File: config.mk
export PLATFORM = sky130hd
export DESIGN_NAME = dot_matrix_4x_pixel_expander
export DESIGN_NICKNAME = d
export VERILOG_FILES = /design/src/hw/rtl/dmx_pkg.sv /design/src/hw/rtl/dot_matrix_4x_pixel_expander.sv /design/src/hw/rtl/dmx_front.sv /design/src/hw/rtl/dmx_fifo.sv /design/src/hw/rtl/dmx_back.sv
export SDC_FILE = /design/constraint.sdc
export NUM_CORES = 1
export LEC_CHECK = 0
export BUFFER_PORTS_ARGS = -buffer_cell sky130_fd_sc_hd__buf_4
export CAP_MARGIN = 20
export CORE_AREA = 2 2 318 320
export CTS_BUF_LIST = sky130_fd_sc_hd__clkbuf_8
export DETAILED_ROUTE_END_ITERATION = 12
export DIE_AREA = 0 0 320 322
export GPL_TIMING_DRIVEN = 1
export MAX_ROUTING_LAYER = met4
export PLACE_DENSITY = 0.5
export SLEW_MARGIN = 25
export SYNTH_ARGS = -nofsm -noshare
export SYNTH_HDL_FRONTEND = slang
export SYNTH_SLANG_ARGS = --single-unit
export TNS_END_PERCENT = 20
File: constraint.sdc
create_clock -name aclk -period 7 [get_ports aclk]
set_input_delay 0 -clock aclk [delete_from_list [all_inputs] [get_ports aclk]]
set_output_delay 0 -clock aclk [all_outputs]
set_load 0.02 [all_outputs]
File: src/hw/rtl/dmx_pkg.sv
// Shared types, constants and colour helpers for the dot-matrix 4x expander.
// No dependencies; imported by every module of the block.
`default_nettype none

package dmx_pkg;

    // Fixed geometry
    localparam int SCALE      = 4;
    localparam int SUB_W      = 2;          // bits of a block row or column
    localparam int K_W        = 4;          // bits of the in-block pixel index
    localparam int COORD_W    = 13;         // output coordinate width
    localparam int DIM_W      = 12;         // frame_width / frame_height width
    localparam int PIX_W      = 32;
    localparam int TINT_W     = 24;
    localparam int CFG_IDX_W  = 2;
    localparam int CFG_DATA_W = 24;
    localparam int S_TDATA_W  = 32;
    localparam int M_TDATA_W  = 64;

    // Per-channel low-bit masks for the packed average
    localparam logic [PIX_W-1:0] MASK_565    = 32'h0000_0821;
    localparam logic [PIX_W-1:0] MASK_8888   = 32'h0101_0101;
    localparam logic [PIX_W-1:0] LOW16_MASK  = 32'h0000_FFFF;

    // Register reset values
    localparam logic              FORMAT_RST = 1'b1;
    localparam logic [TINT_W-1:0] TINT_RST   = 24'hFF_FFFF;
    localparam logic [DIM_W-1:0]  WIDTH_RST  = 12'd640;
    localparam logic [DIM_W-1:0]  HEIGHT_RST = 12'd480;

    // Special in-block indices (top-left and bottom-right grid dots)
    localparam logic [K_W-1:0] K_FIRST = 4'd0;
    localparam logic [K_W-1:0] K_LAST  = 4'd15;
    localparam logic [SUB_W-1:0] SUB_FIRST = 2'd0;
    localparam logic [SUB_W-1:0] SUB_LAST  = 2'd3;

    typedef enum logic [CFG_IDX_W-1:0] {
        REG_PIXEL_FORMAT = 2'd0,
        REG_GRID_TINT    = 2'd1,
        REG_FRAME_WIDTH  = 2'd2,
        REG_FRAME_HEIGHT = 2'd3
    } cfg_reg_t;

    typedef struct packed {
        logic              wide;          // 1 = XRGB8888, 0 = RGB565
        logic [TINT_W-1:0] tint;
        logic [DIM_W-1:0]  width;
        logic [DIM_W-1:0]  height;
    } cfg_t;

    // One classified source pixel, ready for block expansion
    typedef struct packed {
        logic [PIX_W-1:0]   pix_p;
        logic [PIX_W-1:0]   pix_g;
        logic [PIX_W-1:0]   pix_s;
        logic [COORD_W-1:0] col_base;
        logic [COORD_W-1:0] row_base;
    } blk_entry_t;

    // Packed per-channel average, rounded up or down.
    // RGB565 keeps the carry out of bit 15; XRGB8888 wraps at 32 bits.
    function automatic logic [PIX_W-1:0] pix_avg(input logic [PIX_W-1:0] a,
                                                 input logic [PIX_W-1:0] b,
                                                 input logic wide,
                                                 input logic up);
        logic [PIX_W:0] corr;
        logic [PIX_W:0] sum;
        corr = {1'b0, (a ^ b) & (wide ? MASK_8888 : MASK_565)};
        if (up) begin
            sum = {1'b0, a} + {1'b0, b} + corr;
        end else begin
            sum = {1'b0, a} + {1'b0, b} - corr;
        end
        if (wide) begin
            return {1'b0, sum[PIX_W-1:1]};
        end
        return {16'h0000, sum[16:1]};
    endfunction

endpackage

`default_nettype wire

File: src/hw/rtl/dot_matrix_4x_pixel_expander.sv
// Top level of the dot-matrix 4x pixel expander: configuration registers,
// front end, block queue and back end. Uses dmx_pkg, dmx_front, dmx_fifo, dmx_back.
//
// Each source pixel (RGB565 in the low 16 bits or XRGB8888) becomes the 16
// pixels of a 4x4 dot-matrix block, emitted in block raster order with the
// output-frame column and row; tlast marks the last pixel of each block. The
// output port gives one pixel per cycle while m_tready is high and blocks are
// queued. New source requests are taken while earlier blocks are still being
// emitted: a three-stage colour pipeline and a two-entry queue sit before the
// output, so up to five source pixels can be held while the output is stalled.
// The first output pixel of a request passes through the three colour stages,
// the queue and the output register. Configuration must be written through the
// plain write port only while the block is idle; the block itself does not
// enforce this, and the source coordinate counters are never cleared by a write.
`default_nettype none

module dot_matrix_4x_pixel_expander #(
    parameter int WIDTH_LIMIT  = 2048,
    parameter int HEIGHT_LIMIT = 2048
) (
    input  wire logic                              aclk,
    input  wire logic                              aresetn,
    // Configuration write port
    input  wire logic                              cfg_wr_en,
    input  wire logic [dmx_pkg::CFG_IDX_W-1:0]     cfg_index,
    input  wire logic [dmx_pkg::CFG_DATA_W-1:0]    cfg_wr_data,
    // Source pixel stream
    input  wire logic                              s_tvalid,
    output logic                                   s_tready,
    input  wire logic [dmx_pkg::S_TDATA_W-1:0]     s_tdata,   // [31:0] src_pixel
    // Output pixel stream
    output logic                                   m_tvalid,
    input  wire logic                              m_tready,
    output logic [dmx_pkg::M_TDATA_W-1:0]          m_tdata,   // [31:0] out_pixel,
                                                              // [44:32] out_col,
                                                              // [57:45] out_row
    output logic                                   m_tlast    // block_last
);
    import dmx_pkg::*;

    logic              wide_reg;
    logic [TINT_W-1:0] tint_reg;
    logic [DIM_W-1:0]  width_reg, height_reg;
    cfg_t              cfg;

    logic       q_in_valid, q_in_ready, q_out_valid, q_pop;
    blk_entry_t q_in_entry, q_out_entry;

    // Configuration registers
    always_ff @(posedge aclk) begin
        if (!aresetn) begin
            wide_reg   <= FORMAT_RST;
            tint_reg   <= TINT_RST;
            width_reg  <= WIDTH_RST;
            height_reg <= HEIGHT_RST;
        end else if (cfg_wr_en) begin
            unique case (cfg_reg_t'(cfg_index))
                REG_PIXEL_FORMAT: wide_reg   <= cfg_wr_data[0];
                REG_GRID_TINT:    tint_reg   <= cfg_wr_data[TINT_W-1:0];
                REG_FRAME_WIDTH:  width_reg  <= cfg_wr_data[DIM_W-1:0];
                REG_FRAME_HEIGHT: height_reg <= cfg_wr_data[DIM_W-1:0];
                default: ;
            endcase
        end
    end

    assign cfg.wide   = wide_reg;
    assign cfg.tint   = tint_reg;
    assign cfg.width  = width_reg;
    assign cfg.height = height_reg;

    dmx_front #(
        .WIDTH_LIMIT  (WIDTH_LIMIT),
        .HEIGHT_LIMIT (HEIGHT_LIMIT)
    ) u_front (
        .aclk     (aclk),
        .aresetn  (aresetn),
        .cfg      (cfg),
        .in_valid (s_tvalid),
        .in_ready (s_tready),
        .in_pixel (s_tdata),
        .q_valid  (q_in_valid),
        .q_ready  (q_in_ready),
        .q_entry  (q_in_entry)
    );

    dmx_fifo u_fifo (
        .aclk     (aclk),
        .aresetn  (aresetn),
        .wr_valid (q_in_valid),
        .wr_ready (q_in_ready),
        .wr_entry (q_in_entry),
        .rd_valid (q_out_valid),
        .rd_pop   (q_pop),
        .rd_entry (q_out_entry)
    );

    dmx_back u_back (
        .aclk     (aclk),
        .aresetn  (aresetn),
        .q_valid  (q_out_valid),
        .q_pop    (q_pop),
        .q_entry  (q_out_entry),
        .m_tvalid (m_tvalid),
        .m_tready (m_tready),
        .m_tdata  (m_tdata),
        .m_tlast  (m_tlast)
    );

endmodule

`default_nettype wire

File: src/hw/rtl/dmx_front.sv
// Front end: takes source pixel requests, tracks the source coordinate and
// derives grid and shadow colours over three register stages. Uses dmx_pkg.
`default_nettype none

module dmx_front #(
    parameter int WIDTH_LIMIT  = 2048,
    parameter int HEIGHT_LIMIT = 2048
) (
    input  wire logic                           aclk,
    input  wire logic                           aresetn,
    input  wire dmx_pkg::cfg_t                  cfg,
    input  wire logic                           in_valid,
    output logic                                in_ready,
    input  wire logic [dmx_pkg::PIX_W-1:0]      in_pixel,
    output logic                                q_valid,
    input  wire logic                           q_ready,
    output dmx_pkg::blk_entry_t                 q_entry
);
    import dmx_pkg::*;

    localparam int CW = (WIDTH_LIMIT  > 1) ? $clog2(WIDTH_LIMIT)  : 1;
    localparam int RW = (HEIGHT_LIMIT > 1) ? $clog2(HEIGHT_LIMIT) : 1;
    localparam int EW = DIM_W + 1;
    localparam int CMP_W = EW + 1;

    // Source coordinate counters
    logic [CW-1:0] col_reg, col_next;
    logic [RW-1:0] row_reg, row_next;
    logic [EW-1:0] eff_w, eff_h;
    logic [CW:0]   col_inc;
    logic [RW:0]   row_inc;

    // Stage registers
    logic               st0_valid_reg, st0_valid_next;
    logic               st1_valid_reg, st1_valid_next;
    logic               st2_valid_reg, st2_valid_next;
    logic [PIX_W-1:0]   st0_p_reg, st1_p_reg, st2_p_reg;
    logic [PIX_W-1:0]   st1_g_reg, st2_g_reg, st2_mix_reg;
    logic [COORD_W-1:0] st0_col_reg, st1_col_reg, st2_col_reg;
    logic [COORD_W-1:0] st0_row_reg, st1_row_reg, st2_row_reg;

    logic             accept, adv0, adv1, adv2, rdy1, rdy2;
    logic [PIX_W-1:0] base, p_in;

    // Effective frame size: zero acts as one, oversize clamps to the maximum
    always_comb begin
        if (cfg.width == '0) begin
            eff_w = EW'(1);
        end else if ({1'b0, cfg.width} > EW'(WIDTH_LIMIT)) begin
            eff_w = EW'(WIDTH_LIMIT);
        end else begin
            eff_w = {1'b0, cfg.width};
        end
        if (cfg.height == '0) begin
            eff_h = EW'(1);
        end else if ({1'b0, cfg.height} > EW'(HEIGHT_LIMIT)) begin
            eff_h = EW'(HEIGHT_LIMIT);
        end else begin
            eff_h = {1'b0, cfg.height};
        end
    end

    // Elastic stage handshake
    assign adv2     = st2_valid_reg & q_ready;
    assign rdy2     = ~st2_valid_reg | adv2;
    assign adv1     = st1_valid_reg & rdy2;
    assign rdy1     = ~st1_valid_reg | adv1;
    assign adv0     = st0_valid_reg & rdy1;
    assign in_ready = ~st0_valid_reg | adv0;
    assign accept   = in_valid & in_ready;

    // Counter advance on each accepted request
    assign col_inc = {1'b0, col_reg} + (CW+1)'(1);
    assign row_inc = {1'b0, row_reg} + (RW+1)'(1);

    always_comb begin
        col_next = col_reg;
        row_next = row_reg;
        if (accept) begin
            if (CMP_W'(col_inc) >= CMP_W'(eff_w)) begin
                col_next = '0;
                if (CMP_W'(row_inc) >= CMP_W'(eff_h)) begin
                    row_next = '0;
                end else begin
                    row_next = row_inc[RW-1:0];
                end
            end else begin
                col_next = col_inc[CW-1:0];
            end
        end
    end

    always_comb begin
        st0_valid_next = accept | (st0_valid_reg & ~adv0);
        st1_valid_next = adv0   | (st1_valid_reg & ~adv1);
        st2_valid_next = adv1   | (st2_valid_reg & ~adv2);
    end

    always_ff @(posedge aclk) begin
        if (!aresetn) begin
            col_reg       <= '0;
            row_reg       <= '0;
            st0_valid_reg <= 1'b0;
            st1_valid_reg <= 1'b0;
            st2_valid_reg <= 1'b0;
        end else begin
            col_reg       <= col_next;
            row_reg       <= row_next;
            st0_valid_reg <= st0_valid_next;
            st1_valid_reg <= st1_valid_next;
            st2_valid_reg <= st2_valid_next;
        end
    end

    // Grid tint in the active pixel format
    assign base = cfg.wide ? {8'h00, cfg.tint}
                           : {16'h0000, cfg.tint[23:19], cfg.tint[15:11], 1'b0,
                              cfg.tint[7:3]};
    assign p_in = cfg.wide ? in_pixel : (in_pixel & LOW16_MASK);

    // Stage 0: capture pixel and block origin
    always_ff @(posedge aclk) begin
        if (accept) begin
            st0_p_reg   <= p_in;
            st0_col_reg <= COORD_W'({col_reg, 2'b00});
            st0_row_reg <= COORD_W'({row_reg, 2'b00});
        end
    end

    // Stage 1: grid colour
    always_ff @(posedge aclk) begin
        if (adv0) begin
            st1_p_reg   <= st0_p_reg;
            st1_g_reg   <= pix_avg(st0_p_reg, base, cfg.wide, 1'b1);
            st1_col_reg <= st0_col_reg;
            st1_row_reg <= st0_row_reg;
        end
    end

    // Stage 2: pixel/grid mix
    always_ff @(posedge aclk) begin
        if (adv1) begin
            st2_p_reg   <= st1_p_reg;
            st2_g_reg   <= st1_g_reg;
            st2_mix_reg <= pix_avg(st1_p_reg, st1_g_reg, cfg.wide, 1'b0);
            st2_col_reg <= st1_col_reg;
            st2_row_reg <= st1_row_reg;
        end
    end

    // Shadow colour formed on the way into the queue
    assign q_valid          = st2_valid_reg;
    assign q_entry.pix_p    = st2_p_reg;
    assign q_entry.pix_g    = st2_g_reg;
    assign q_entry.pix_s    = pix_avg(st2_g_reg, st2_mix_reg, cfg.wide, 1'b0);
    assign q_entry.col_base = st2_col_reg;
    assign q_entry.row_base = st2_row_reg;

endmodule

`default_nettype wire

File: src/hw/rtl/dmx_fifo.sv
// Two-entry queue of classified block entries between front and back end.
// Uses dmx_pkg for the entry type.
`default_nettype none

module dmx_fifo (
    input  wire logic                 aclk,
    input  wire logic                 aresetn,
    input  wire logic                 wr_valid,
    output logic                      wr_ready,
    input  wire dmx_pkg::blk_entry_t  wr_entry,
    output logic                      rd_valid,
    input  wire logic                 rd_pop,
    output dmx_pkg::blk_entry_t       rd_entry
);
    import dmx_pkg::*;

    blk_entry_t mem_reg [2];
    logic       wr_ptr_reg, wr_ptr_next;
    logic       rd_ptr_reg, rd_ptr_next;
    logic [1:0] cnt_reg, cnt_next;
    logic       do_wr, do_rd;

    assign wr_ready = (cnt_reg != 2'd2);
    assign rd_valid = (cnt_reg != 2'd0);
    assign do_wr    = wr_valid & wr_ready;
    assign do_rd    = rd_pop & rd_valid;
    assign rd_entry = mem_reg[rd_ptr_reg];

    always_comb begin
        wr_ptr_next = wr_ptr_reg ^ do_wr;
        rd_ptr_next = rd_ptr_reg ^ do_rd;
        cnt_next    = cnt_reg;
        if (do_wr && !do_rd) begin
            cnt_next = cnt_reg + 2'd1;
        end else if (do_rd && !do_wr) begin
            cnt_next = cnt_reg - 2'd1;
        end
    end

    always_ff @(posedge aclk) begin
        if (!aresetn) begin
            wr_ptr_reg <= 1'b0;
            rd_ptr_reg <= 1'b0;
            cnt_reg    <= 2'd0;
        end else begin
            wr_ptr_reg <= wr_ptr_next;
            rd_ptr_reg <= rd_ptr_next;
            cnt_reg    <= cnt_next;
        end
    end

    // Entry storage
    always_ff @(posedge aclk) begin
        if (do_wr) begin
            mem_reg[wr_ptr_reg] <= wr_entry;
        end
    end

endmodule

`default_nettype wire

File: src/hw/rtl/dmx_back.sv
// Back end: walks the 4x4 block of the queue head and drives the output
// register, the 16 pixels of each entry in turn. Uses dmx_pkg.
`default_nettype none

module dmx_back (
    input  wire logic                            aclk,
    input  wire logic                            aresetn,
    input  wire logic                            q_valid,
    output logic                                 q_pop,
    input  wire dmx_pkg::blk_entry_t             q_entry,
    output logic                                 m_tvalid,
    input  wire logic                            m_tready,
    output logic [dmx_pkg::M_TDATA_W-1:0]        m_tdata,
    output logic                                 m_tlast
);
    import dmx_pkg::*;

    logic [K_W-1:0]       k_reg, k_next;
    logic                 m_valid_reg, m_valid_next;
    logic [M_TDATA_W-1:0] m_data_reg;
    logic                 m_last_reg;

    logic                 load, emit;
    logic [SUB_W-1:0]     br, bc;
    logic [PIX_W-1:0]     pix;
    logic [COORD_W-1:0]   col, row;

    assign load  = ~m_valid_reg | m_tready;
    assign emit  = load & q_valid;
    assign q_pop = emit & (k_reg == K_LAST);
    assign br    = k_reg[K_W-1:SUB_W];
    assign bc    = k_reg[SUB_W-1:0];

    // Colour selection: g p p p / s p p p / s p p p / s s s g
    always_comb begin
        if (k_reg == K_FIRST || k_reg == K_LAST) begin
            pix = q_entry.pix_g;
        end else if (bc == SUB_FIRST || br == SUB_LAST) begin
            pix = q_entry.pix_s;
        end else begin
            pix = q_entry.pix_p;
        end
        col = q_entry.col_base | COORD_W'(bc);
        row = q_entry.row_base | COORD_W'(br);
    end

    always_comb begin
        k_next       = emit ? k_reg + K_W'(1) : k_reg;
        m_valid_next = load ? q_valid : m_valid_reg;
    end

    always_ff @(posedge aclk) begin
        if (!aresetn) begin
            k_reg       <= '0;
            m_valid_reg <= 1'b0;
        end else begin
            k_reg       <= k_next;
            m_valid_reg <= m_valid_next;
        end
    end

    // Output payload register
    always_ff @(posedge aclk) begin
        if (emit) begin
            m_data_reg <= {6'b000000, row, col, pix};
            m_last_reg <= (k_reg == K_LAST);
        end
    end

    assign m_tvalid = m_valid_reg;
    assign m_tdata  = m_data_reg;
    assign m_tlast  = m_last_reg;

endmodule

`default_nettype wire
## After elaboration in Yosys (flattened, before gate mapping)

Memories as Yosys holds them, arrays and structs flattened. A register that Yosys moved wholly into a read port is not among the register bits.
Cells that the tools add are included.

| cells by class | value |
|---|---|
| muxes and demuxes | 24 |
| add/subtract/negate cells | 11 |
| shifts and indexed selects | 0 |
| multipliers | 0 |
| magnitude comparators | 4 |
| div/mod/pow operators | 0 |
| eq/ne operators | 6 |
| reductions and logical operators | 18 |
| bitwise logic cells | 34 |

Operators by type and width:

| kind | count |
|---|---|
| $mux 32 | 4 |
| $and 32x32->32 | 3 |
| $add 32x32->32 | 2 |
| $sub 32x32->32 | 2 |
| $mux 31 | 2 |
| $mux 12 | 3 |
| $add 31x31->32 | 1 |
| $add 32x31->32 | 1 |
| $mux 16 | 2 |
| $xor 32x31->32 | 1 |
| $xor 32x32->32 | 1 |
| $xor 31x31->31 | 1 |
| $or 13x2->13 | 2 |
| $mux 25 | 1 |
| $add 11x1->12 const B | 2 |
| $gt 12x12->1 const B | 2 |
| $logic_not 12->1 | 2 |
| $mux 24 | 1 |
| $mux 11 | 2 |
| $ge 12x13->1 | 1 |
| $mux 13 | 1 |
| $ge 12x12->1 | 1 |
| $and 1x1->1 | 10 |
| $reduce_and 2->1 | 5 |
| 18 further kinds | 44 |

| word-level totals | value |
|---|---|
| RAM bits | 234 |
| logic and storage cells | 129 |
| bits in latches | 0 |
| memory bits (read-only) | 0 |
| input port bits | 63 |
| register bits | 397 |
| memories kept | 1 |

Memories:

| name | depth | width | rd ports | clocked after Yosys merged registers in | wr ports | line | text |
|---|---|---|---|---|---|---|---|
| u_fifo.mem_reg | 2 | 117 | 1 | 1 | 1 | dmx_fifo.sv:17 | `blk_entry_t mem_reg [2];` |

## Logic depth before layout (Yosys ltp)

Gate-level depths: netlist of the first run.

| logic depth | value |
|---|---|
| depth in word-level cells | 9 |
| mapped depth | 16 |

## Modules after synthesis

From an unflattened synthesis of the first run, not the netlist that was laid out.

| unflattened totals | value |
|---|---|
| cell total of the unflattened synthesis | 2,415 |
| area total of the unflattened synthesis | 31,579.0 um^2 |

By module, submodules not included:

| module | seq. area each (um^2) | area an instance (um^2) | instances | cells each |
|---|---|---|---|---|
| dmx_front | 8,157.8 | 17,170.2 | 1 | 1,633 |
| dmx_fifo | 7,427.1 | 9,372.7 | 1 | 403 |
| dmx_back | 1,871.8 | 3,009.1 | 1 | 174 |
| dot_matrix_4x_pixel_expander | 980.9 | 2,026.9 | 1 | 205 |

## Worst setup path after synthesis of the first run

Ideal clock, no wire load.

| path | value |
|---|---|
| kind | reg-to-reg |
| start | register u_fifo.cnt_reg[0] |
| end | register u_front.st1_col_reg[10], enable pin |
| data arrival time | 6,813 ps |
| library setup time | 658 ps |
| cell stages (with the launch flop) | 4 |
| slack | -471 ps |
| required time | 6,342 ps |
| path through | dfxtp_1 -> inv_1 -> and3_1 -> a21boi_0 |

| between the ends | value |
|---|---|
| cells in the longest elaborated chain, start to end | 6 |

Ends and longest elaborated chain:

| element | line | text |
|---|---|---|
| start: declaration | dmx_fifo.sv:20 | `logic [1:0] cnt_reg, cnt_next;` |
| start signal: assignment | dmx_fifo.sv:48 | `cnt_reg <= cnt_next;` |
| $ne 2x2->1 | dmx_fifo.sv:23 | `assign wr_ready = (cnt_reg != 2'd2);` |
| $and 1x1->1 | dmx_front.sv:64 | `assign adv2 = st2_valid_reg & q_ready;` |
| $or 1x1->1 | dmx_front.sv:65 | `assign rdy2 = ~st2_valid_reg \| adv2;` |
| $and 1x1->1 | dmx_front.sv:66 | `assign adv1 = st1_valid_reg & rdy2;` |
| $or 1x1->1 | dmx_front.sv:67 | `assign rdy1 = ~st1_valid_reg \| adv1;` |
| $and 1x1->1 | dmx_front.sv:68 | `assign adv0 = st0_valid_reg & rdy1;` |
| via u_front.adv0 | dmx_front.sv:42 | `logic accept, adv0, adv1, adv2, rdy1, rdy2;` |
| end signal: assignment | dmx_front.sv:135 | `st1_col_reg <= st0_col_reg;` |
| end: declaration | dmx_front.sv:39 | `logic [COORD_W-1:0] st0_col_reg, st1_col_reg, st2_col_reg;` |

The timed path passes the listed nets, and every way through them passes these cells.
A chain may end at the register's enable or synchronous reset.

## Final worst setup path of the first run

| path | value |
|---|---|
| start | register wide_reg |
| end | register u_front.st1_g_reg[27] (data pin) |

| between the ends | value |
|---|---|
| cells in the longest elaborated chain, start to end | 5 |

Ends and longest elaborated chain:

| element | line | text |
|---|---|---|
| start: declaration | dot_matrix_4x_pixel_expander.sv:41 | `logic wide_reg;` |
| start signal: assignment | dot_matrix_4x_pixel_expander.sv:58 | `REG_PIXEL_FORMAT: wide_reg <= cfg_wr_data[0];` |
| parallel branches: the longest is 5 deep, another holds $add 32x32->32 | -- |  |
| end signal: assignment | dmx_front.sv:134 | `st1_g_reg <= pix_avg(st0_p_reg, base, cfg.wide, 1'b1);` |
| end: declaration | dmx_front.sv:38 | `logic [PIX_W-1:0] st1_g_reg, st2_g_reg, st2_mix_reg;` |

Parallel ways; which one is timed is not known. The select of a mux whose other input is x is not followed.

==> flow_summary_export.csv, run 1 <==
group,metric,value,unit
outcome,status,"complete, no violations",
pwr,p_switching,2.53,mW
synthesis,ys_async_sr_fraction,0,%
critical_path,r2r-start,"wide_reg$_SDFFE_PN1P_",
cts,ctsRootBufferMaster,"clkbuf_8",
sta,max_freq,236,MHz
placed_design,globalplace.congestion,0.895,
synthesis,seq_area_frac_synth,61.0,%
final_layout,drive_gt1_share,13.7,%
die,die_height,322,µm
pwr,p_seq_share,47.4,%
routing,drc,0,
critical_path,end_kind,"flip-flop",
final_layout,largest_reg_flops,232,
pwr,switching_share,27.2,%
sta,holdWs,0.0879,ns
hold_path,hold_path_end,"u_front.st0_valid_reg$_SDFF_PN0_",
synthesis,synth_edf_count,546,
cts,clkSinkCount,630,
pwr,p_comb_share,16.1,%
hold_path,hp-class,"in2reg",
grt,grt_pass1_wl,106,mm
final_layout,fill_cells,9749,
cts,clk_path_buf_depth,3,
pwr,ir_drop,124,µV
sta,hold_viol_final,0,
final_layout,nets,2918,
die,rows,116,
pwr,p_leak,13.7,nW
sta,rsz0062_at_grt,"no",
critical_path,worstRegToRegCells,12,
pwr,internal-power,6.78,mW
cts,cts_tree,"built",
sta,slew_viol_final,0,
synthesis,synthCells,2362,
pwr,p_clk_share,36.4,%
routing,drt_first_iter_violations,1159,
grt,track_usage,13.6,%
placed_design,dpl.hpwl,48.9,mm
routing,via_per_inst,4.55,
final_layout,final_util,35.6,%
grt,gr-total-overflow,0,
critical_path,crit_arrival,4.70,ns
cts,clock_latency,0.74,ns
sta,setup_viol,0,
die,core,99600,µm²
cts,cts_setup_buffers,0,
synthesis,synth_cell_types,66,
critical_path,r2r-end,"u_front.st1_g_reg[27]$_SDFFCE_PN0P_",
grt,antenna_found_initial,3,
die,die_area,103000,µm²
sta,fin_skew,0.0357,ns
final_layout,mostFrequentLayoutCells,"edfxtp_1 (546), inv_1 (266), nand2_1 (249)",
grt,first_global_vias,18919,
sta,fin_setup_tns,0,ns
cts,cts_resized,0,
placed_design,dpl-instance-area,32100,µm²
synthesis,syn_area,29600,µm²
sta,tightest_slew,0.994,ns
critical_path,start_kind,"flip-flop",
placed_design,port_buffers,123,
grt,top_usage_layer,"met2",
sta,maxSlewHeadroom,33.8,%
final_layout,area_growth_syn_to_layout,19.7,%
die,top_level_ports,130,
final_layout,final_common_cell,"edfxtp_1",
die,fp.dieW,320,µm
synthesis,synth_area_per_cell,12.5,µm²
grt,gr-usage-met1,18.2,%
routing,drt-total-wl,68.2,mm
synthesis,synth_seq_cells,630,
routing,vias,18418,
pwr,pwr_density_cell,263,nW/µm²
routing,wl_per_cell,16.9,µm
critical_path,critPathRequiredTime,7.46,ns
sta,finalCritPeriodShare,60.6,%
synthesis,synthFlopType,"edfxtp_1",
job,drv_cap,0,
synthesis,yosysWarningCount,0,
cts,path_clk_slew,0.06,ns
critical_path,cp_max_fo,52,
final_layout,stdcell_area,35500,µm²
routing,dr.pass1.iters,5,
critical_path,r2r_slack,2.76,ns
routing,ant_nets,0,
cts,ctsHoldBuffers,116,
cts,cts_inserted_buffers,107,
grt,grt_use_met2,21.0,%
grt,grt_max_degree,70,
hold_path,whs_path_depth,4,
hold_path,min_from,"s_tvalid",
critical_path,path_class,"reg2reg",
cts,cts_htree_levels,3,
die,initial_core_util,29.8,%
sta,period_needed,4.24,ns
grt,use_met3,2.25,%
==> worst max path at each step <==
stage,from,end,slack (ns),depth (start not counted)
after floorplan,u_fifo.cnt_reg[0]$_SDFFE_PN0P_,u_front.st2_col_reg[10]$_DFFE_PP_,0.62,3
after global placement,wide_reg$_SDFFE_PN1P_,u_front.st1_g_reg[27]$_SDFFCE_PN0P_,2.88,12
after detailed placement,wide_reg$_SDFFE_PN1P_,u_front.st1_g_reg[29]$_SDFFCE_PN0P_,2.74,12
after CTS,wide_reg$_SDFFE_PN1P_,u_front.st1_g_reg[27]$_SDFFCE_PN0P_,2.72,12
after global routing,wide_reg$_SDFFE_PN1P_,u_front.st1_g_reg[27]$_SDFFCE_PN0P_,2.47,12
final,wide_reg$_SDFFE_PN1P_,u_front.st1_g_reg[27]$_SDFFCE_PN0P_,2.76,12
==> power by group through the flow <==
stage | combinational [mW] | clock [mW] | sequential (mW)
floorplan | 1.05 | 0 | 4.47
global placement | 1.43 | 0 | 4.49
detailed placement | 1.45 | 0 | 4.50
CTS | 1.50 | 3.52 | 4.42
global route | 1.69 | 3.69 | 4.43
finish | 1.50 | 3.39 | 4.42
==> per-layer routing <==
| layer | share of wire, % | routed length [µm] | vias up |
|---|---|---|---|
| met3 | 4.2 | 2870 | 111 |
| met1 | 49 | 33300 | 8761 |
| li1 | - | - | 9158 |
| met5 | 0 | 0 | - |
| met4 | 2.2 | 1470 | 0 |
| met2 | 45 | 30600 | 388 |
==> cells by family (layout without fill, tap and decap cells) <==
kind of cell | after synthesis | after routing | share of synthesized area, %
flip-flops | 630 | 630 | 61.0
adder cells (fa/ha/maj) | 203 | 203 | 8.65
AND/OR/NAND/NOR | 614 | 614 | 9.86
AO/OA/AOI/OAI | 393 | 393 | 8.44
multiplexers | 115 | 115 | 5.35
other | 1 | 7 | 0.0127
buffers and inverters | 320 | 698 | 4.13
XOR/XNOR | 86 | 86 | 2.54
==> critical path, cell delays in order (launching register included) <==
cell and delay [ns]:
dfxtp_4 0.72, buf_4 0.53, and2_1 0.20, ha_1 0.23
ha_1 0.37, nand4_1 0.15, nor2_1 0.36, and2_1 0.27
a2111oi_4 0.08, o31ai_2 0.45, a311oi_4 0.21, o21a_1 0.22
o21a_1 0.18
==> cell type report <==
cell class | count | area, µm² | share of cell area [%]
sequential | 630 | 18100 | 51.0
multi-input combinational | 1417 | 10400 | 29.4
timing repair buffer | 254 | 2200 | 6.20
tap | 1298 | 1620 | 4.58
clock buffer | 108 | 1490 | 4.19
inverter | 242 | 908 | 2.56
clock inverter | 94 | 739 | 2.09
antenna | 1 | 2.50 | 0.00706
==> synthesized netlist by cell type (48+ instances only) <==
library cell / number / area (µm²)
ha_1: 200 / 2500
xnor2_1: 48 / 420
nand3_1: 69 / 345
dfxtp_1: 84 / 1680
o21ai_0: 88 / 440
clkbuf_1: 59 / 221
a21o_1: 56 / 420
nor2_1: 83 / 312
inv_1: 242 / 908
mux2i_1: 48 / 480
edfxtp_1: 546 / 16400
nand2_1: 249 / 935
a21oi_1: 128 / 641
==> per-stage QoR <==
stage	power, mW	std cells	setup slack [ns]
finish	9.31	4044	2.76
global route	9.81	4044	2.47
CTS	9.45	4043	2.72
detailed placement	5.94	3725	2.74
global placement	5.92	3725	2.88
floorplan	5.52	2367	0.624
No activity file was read; power rests on OpenSTA's default activity.
==> run 2: changes to the inputs <==
- clock period: 7 -> 3.6 ns (I/O delays scaled with it)
==> flow_summary_export.csv, run 2 (synthesized netlist as in run 1, its figures left out) <==
group,metric,value,unit
critical_path,cp_cell_sequence,"buf_12 -> mux2_2 -> ha_4 -> ha_4 -> a21o_1 -> a21o_1 -> a2111o_1 -> a2111oi_4 -> o31ai_4 -> a311oi_4 -> nor3_2 -> o21a_1",
die,top_level_ports,130,
routing,drc,0,
critical_path,critPathMaxStageDelay,0.44,ns
grt,grt_max_degree,63,
grt,gr-total-overflow,0,
sta,fin_setup_tns,0,ns
routing,ant_nets,0,
placed_design,dpl.hpwl,50.1,mm
pwr,p_comb_share,18.1,%
cts,clock_latency,0.73,ns
final_layout,fill_cells,9663,
sta,setup_viol,0,
placed_design,globalplace.congestion,0.971,
pwr,finalPower,18.0,mW
die,die_height,322,µm
placed_design,port_buffers,123,
die,die_area,103000,µm²
routing,dr.pass1.iters,6,
sta,maxSlewHeadroom,38.7,%
critical_path,path_class,"reg2reg",
sta,finalCritPeriodShare,99.3,%
pwr,switching_share,27.3,%
routing,wl_per_cell,16.4,µm
critical_path,start_kind,"flip-flop",
final_layout,seqCellArea,18100,µm²
placed_design,dp.cells,3825,
critical_path,crit_arrival,4.06,ns
grt,antenna_found_initial,2,
final_layout,nets,3022,
cts,cts_tree,"built",
routing,via_per_inst,4.53,
pwr,internal-power,13.1,mW
cts,ctsRootBufferMaster,"clkbuf_8",
cts,path_clk_slew,0.06,ns
final_layout,final_cells,4145,
pwr,p_seq_share,47.6,%
die,fp.dieW,320,µm
sta,slew_viol_final,0,
final_layout,mostFrequentLayoutCells,"edfxtp_1 (546), inv_1 (273), nand2_1 (249)",
final_layout,stdcell_area,36600,µm²
cts,clkSinkCount,630,
sta,hold_viol_final,0,
critical_path,r2r_slack,0.02,ns
pwr,pwr_density_cell,493,nW/µm²
final_layout,final_common_cell,"edfxtp_1",
critical_path,end_kind,"flip-flop",
critical_path,cp_max_fo,5,
critical_path,crit_slowest_cell,"a2111o_1",
grt,track_usage,13.6,%
routing,drt_first_iter_violations,1139,
grt,first_global_vias,19126,
sta,max_freq,280,MHz
sta,fin_skew,0.0348,ns
final_layout,area_growth_syn_to_layout,23.4,%
sta,rsz0062_at_grt,"yes",
critical_path,critPathRequiredTime,4.09,ns
die,initial_core_util,29.8,%
final_layout,drive_gt1_share,18.3,%
sta,tightest_slew,0.917,ns
job,drv_cap,0,
placed_design,dpl-instance-area,33000,µm²
pwr,p_leak,14.3,nW
sta,period_needed,3.58,ns
pwr,p_clk_share,34.4,%
final_layout,multi_input_area,10700,µm²
cts,cts_inserted_buffers,105,
final_layout,largest_reg_flops,232,
die,core,99600,µm²
routing,vias,18762,
outcome,status,"complete, no violations",
pwr,p_switching,4.92,mW
cts,clk_path_buf_depth,3,
hold_path,hp-class,"in2reg",
cts,cts_htree_levels,3,
routing,drt-total-wl,68.1,mm
grt,grt_pass1_wl,107,mm
pwr,ir_drop,254,µV
die,rows,116,
==> run 2: changes by cell type in the layout (fill, tap and decap cells not counted), sizes merged <==
cell         change
inv              +9
clkinv           -9
bufinv           -3
dlygate4sd3      -5
clkbuf           -2
buf            +111
==> run 2: repair_timing <==
| action | CTS | global route |
|---|---|---|
| hold buffers | 111 | 0 |
| hold endpoints to repair | 87 | 0 |
| setup buffers | 9 | 5 |
| gates resized for setup | 13 | 51 |
| pin swaps | 11 | 24 |
| setup endpoints to repair | 16 | 41 |
==> run 2: worst max-delay path, delay by kind of cell, from the launching register on <==
kind            cells  cell delay (ns)
compound gates      7             1.92
fa+ha+maj           2             0.49
flops               1             0.36
mux                 1             0.36
buf+inv             1             0.12
simple gates        1             0.08
==> run 2: layout make-up <==
class,instances,share of cell area [%]
tap,1298,4.44
clock inverter,91,1.67
inverter,242,2.48
antenna,1,0.00684
clock buffer,106,3.99
multi-input combinational,1417,29.3
sequential,630,49.5
timing repair buffer,360,8.66
==> run 2: worst paths after layout <==
kind                                                  startpoint                             endpoint  cells past startpoint
worst max-delay path                       wide_reg$_SDFFE_PN1P_  u_front.st1_g_reg[27]$_SDFFCE_PN0P_                     12
worst min-delay path                                  s_tdata[5]       u_front.st0_p_reg[5]$_DFFE_PP_                      2
worst max register to register             wide_reg$_SDFFE_PN1P_  u_front.st1_g_reg[27]$_SDFFCE_PN0P_                     12
worst min register to register  u_front.st1_col_reg[8]$_DFFE_PP_     u_front.st2_col_reg[8]$_DFFE_PP_                      0
==> run 2: per-layer routing <==
metal | vias to the layer above | track usage [%] | share of wire, % | routed length, µm
li1 | 9367 | - | - | -
met1 | 8977 | 18.3 | 49 | 33300
met2 | 316 | 21.0 | 46 | 31200
met3 | 102 | 2.18 | 3.3 | 2280
met4 | 0 | 4.03 | 2.0 | 1360
met5 | - | - | 0 | 0
==> run 2: through the flow <==
stage	util, %	setup WS, ns	hold slack, ns
2_1_floorplan	-	-0.952	0.0889
3_3_place_gp	33.1	-0.0758	0.181
3_5_place_dp	33.1	-0.164	0.181
4_1_cts	36.4	0.00393	0.0185
5_1_grt	36.7	-0.122	0.0568
6_report	36.7	0.0249	0.0907
==> run 2: power by group through the flow <==
stage | registers (mW) | clock network (mW) | logic (mW)
detailed placement | 8.73 | 0 | 3.02
floorplan | 8.68 | 0 | 2.04
global placement | 8.73 | 0 | 2.98
global route | 8.60 | 6.76 | 3.65
finish | 8.58 | 6.20 | 3.26
CTS | 8.58 | 6.46 | 3.17
==> run 3: changes to the inputs <==
- CELL_PAD_IN_SITES_DETAIL_PLACEMENT: unset -> 2
- CELL_PAD_IN_SITES_GLOBAL_PLACEMENT: unset -> 2
- CORE_AREA: 2 2 318 320 -> 2 2 285 357
- DIE_AREA: 0 0 320 322 -> 0 0 287 359
- PLACE_DENSITY: 0.5 -> 0.64
==> flow_summary_export.csv, run 3 (synthesized netlist as in run 1, its figures left out) <==
group,metric,value,unit
grt,grt_max_degree,86,
cts,cts_tree,"built",
critical_path,path_class,"reg2reg",
cts,cts_htree_levels,3,
critical_path,end_kind,"flip-flop",
grt,antenna_found_initial,1,
outcome,violations,"setup timing",
final_layout,fill_cells,10389,
sta,tightest_slew,0.900,ns
final_layout,stdcell_area,37000,µm²
critical_path,start_kind,"flip-flop",
sta,fin_skew,0.0575,ns
die,top_level_ports,130,
placed_design,dpl.hpwl,59.4,mm
hold_path,hp-class,"in2reg",
die,core,99900,µm²
placed_design,globalplace.congestion,0.860,
pwr,finalPower,18.7,mW
die,rows,130,
critical_path,r2r-start,"wide_reg$_SDFFE_PN1P_",
final_layout,nets,3033,
routing,dr.pass1.iters,5,
final_layout,seqCellArea,18100,µm²
final_layout,drive_gt1_share,18.8,%
cts,ctsRootBufferMaster,"clkbuf_8",
sta,period_needed,3.64,ns
critical_path,crit_arrival,4.15,ns
critical_path,critPathRequiredTime,4.11,ns
cts,cts_inserted_buffers,102,
sta,max_freq,275,MHz
sta,maxSlewHeadroom,39.4,%
final_layout,mostFrequentLayoutCells,"edfxtp_1 (546), inv_1 (274), nand2_1 (249)",
die,die_height,359,µm
placed_design,dpl-instance-area,33000,µm²
sta,rsz0062_at_grt,"yes",
hold_path,min_from,"s_tdata[24]",
grt,first_global_vias,22326,
pwr,pwr_density_cell,505,nW/µm²
routing,drt_first_iter_violations,693,
critical_path,crit_start,"wide_reg$_SDFFE_PN1P_",
pwr,p_leak,14.4,nW
sta,hold_viol_final,0,
routing,drt-total-wl,82.3,mm
routing,drc,0,
pwr,ir_drop,266,µV
die,initial_core_util,29.7,%
routing,ant_nets,0,
routing,via_per_inst,4.69,
grt,gr-total-overflow,0,
routing,vias,19598,
sta,setup_viol,2,
sta,finalCritPeriodShare,101,%
final_layout,final_common_cell,"edfxtp_1",
die,die_area,103000,µm²
sta,slew_viol_final,0,
placed_design,port_buffers,123,
critical_path,cp_max_fo,7,
sta,setup_ws,-0.0365,ns
job,drv_cap,0,
routing,wl_per_cell,19.7,µm
cts,clock_latency,0.81,ns
final_layout,multi_input_area,10900,µm²
cts,clk_path_buf_depth,3,
grt,track_usage,16.4,%
final_layout,final_util,37.0,%
final_layout,largest_reg_flops,232,
sta,holdWs,0.0983,ns
die,fp.dieW,287,µm
final_layout,area_growth_syn_to_layout,24.8,%
cts,path_clk_slew,0.07,ns
grt,grt_pass1_wl,129,mm
outcome,status,"finished with violations",
cts,clkSinkCount,630,
run 3: worst paths after layout:
kind / endpoint / slack (ns) / cells after the start
max: u_front.st1_g_reg[27]$_SDFFCE_PN0P_ / -0.04 / 13
min: u_front.st0_p_reg[24]$_SDFFCE_PN0P_ / 0.1 / 3
max reg2reg: u_front.st1_g_reg[27]$_SDFFCE_PN0P_ / -0.04 / 13
min reg2reg: u_front.st2_row_reg[6]$_DFFE_PP_ / 0.42 / 0
run 3: cell type report:
| cell class | instances | area share (%) |
|---|---|---|
| Tap cell | 1320 | 4.47 |
| Multi-Input combinational cell | 1417 | 29.4 |
| Inverter | 242 | 2.46 |
| Timing Repair Buffer | 374 | 8.93 |
| Clock buffer | 111 | 4.13 |
| Sequential cell | 630 | 48.9 |
| Antenna cell | 2 | 0.0135 |
| Clock inverter | 80 | 1.73 |
run 3: where the power goes:
group | switching (mW) | internal, mW
Combinational | 1.96 | 1.50
Sequential | 0.195 | 8.39
Clock | 3.06 | 3.54
Total | 5.22 | 13.4
run 3: worst max-delay path, cell delays in order, from the launching register on:
cell and delay [ns]:
dfxtp_4 0.43, buf_6 0.16, mux2_2 0.34, ha_1 0.31, ha_2 0.41, o211ai_1 0.18
a311oi_4 0.30, buf_6 0.17, a2111oi_4 0.08, o31ai_4 0.34, a311oi_4 0.14, buf_6 0.16
o21a_1 0.17, o21a_1 0.18
run 3: layer usage:
| metal | routed length (µm) | up-vias | GRT usage [%] | share of wire, % |
|---|---|---|---|---|
| met2 | 42900 | 245 | 28.9 | 52 |
| met3 | 2000 | 108 | 2.19 | 2.4 |
| li1 | - | 9376 | - | - |
| met5 | 0 | - | - | 0 |
| met4 | 1640 | 0 | 4.79 | 2.0 |
| met1 | 35800 | 9869 | 19.5 | 43 |
run 3: through the flow:
step | std cells | setup WS (ns) | TNS, ns
detailed placement | 3847 | -0.211 | -2.19
global placement | 3847 | -0.0812 | -0.315
CTS | 4171 | -0.0650 | -0.250
global route | 4176 | -0.131 | -0.726
finish | 4176 | -0.0365 | -0.0641
floorplan | 2367 | -0.952 | -120.31
run 3: repair_timing:
action / in CTS / in global routing
gates resized for setup: 34 / 56
endpoints found under the setup margin: 28 / 51
hold endpoints to repair: 109 / 0
setup buffers: 6 / 2
gates cloned: 0 / 1
pin swaps: 9 / 23
hold buffers: 128 / 0
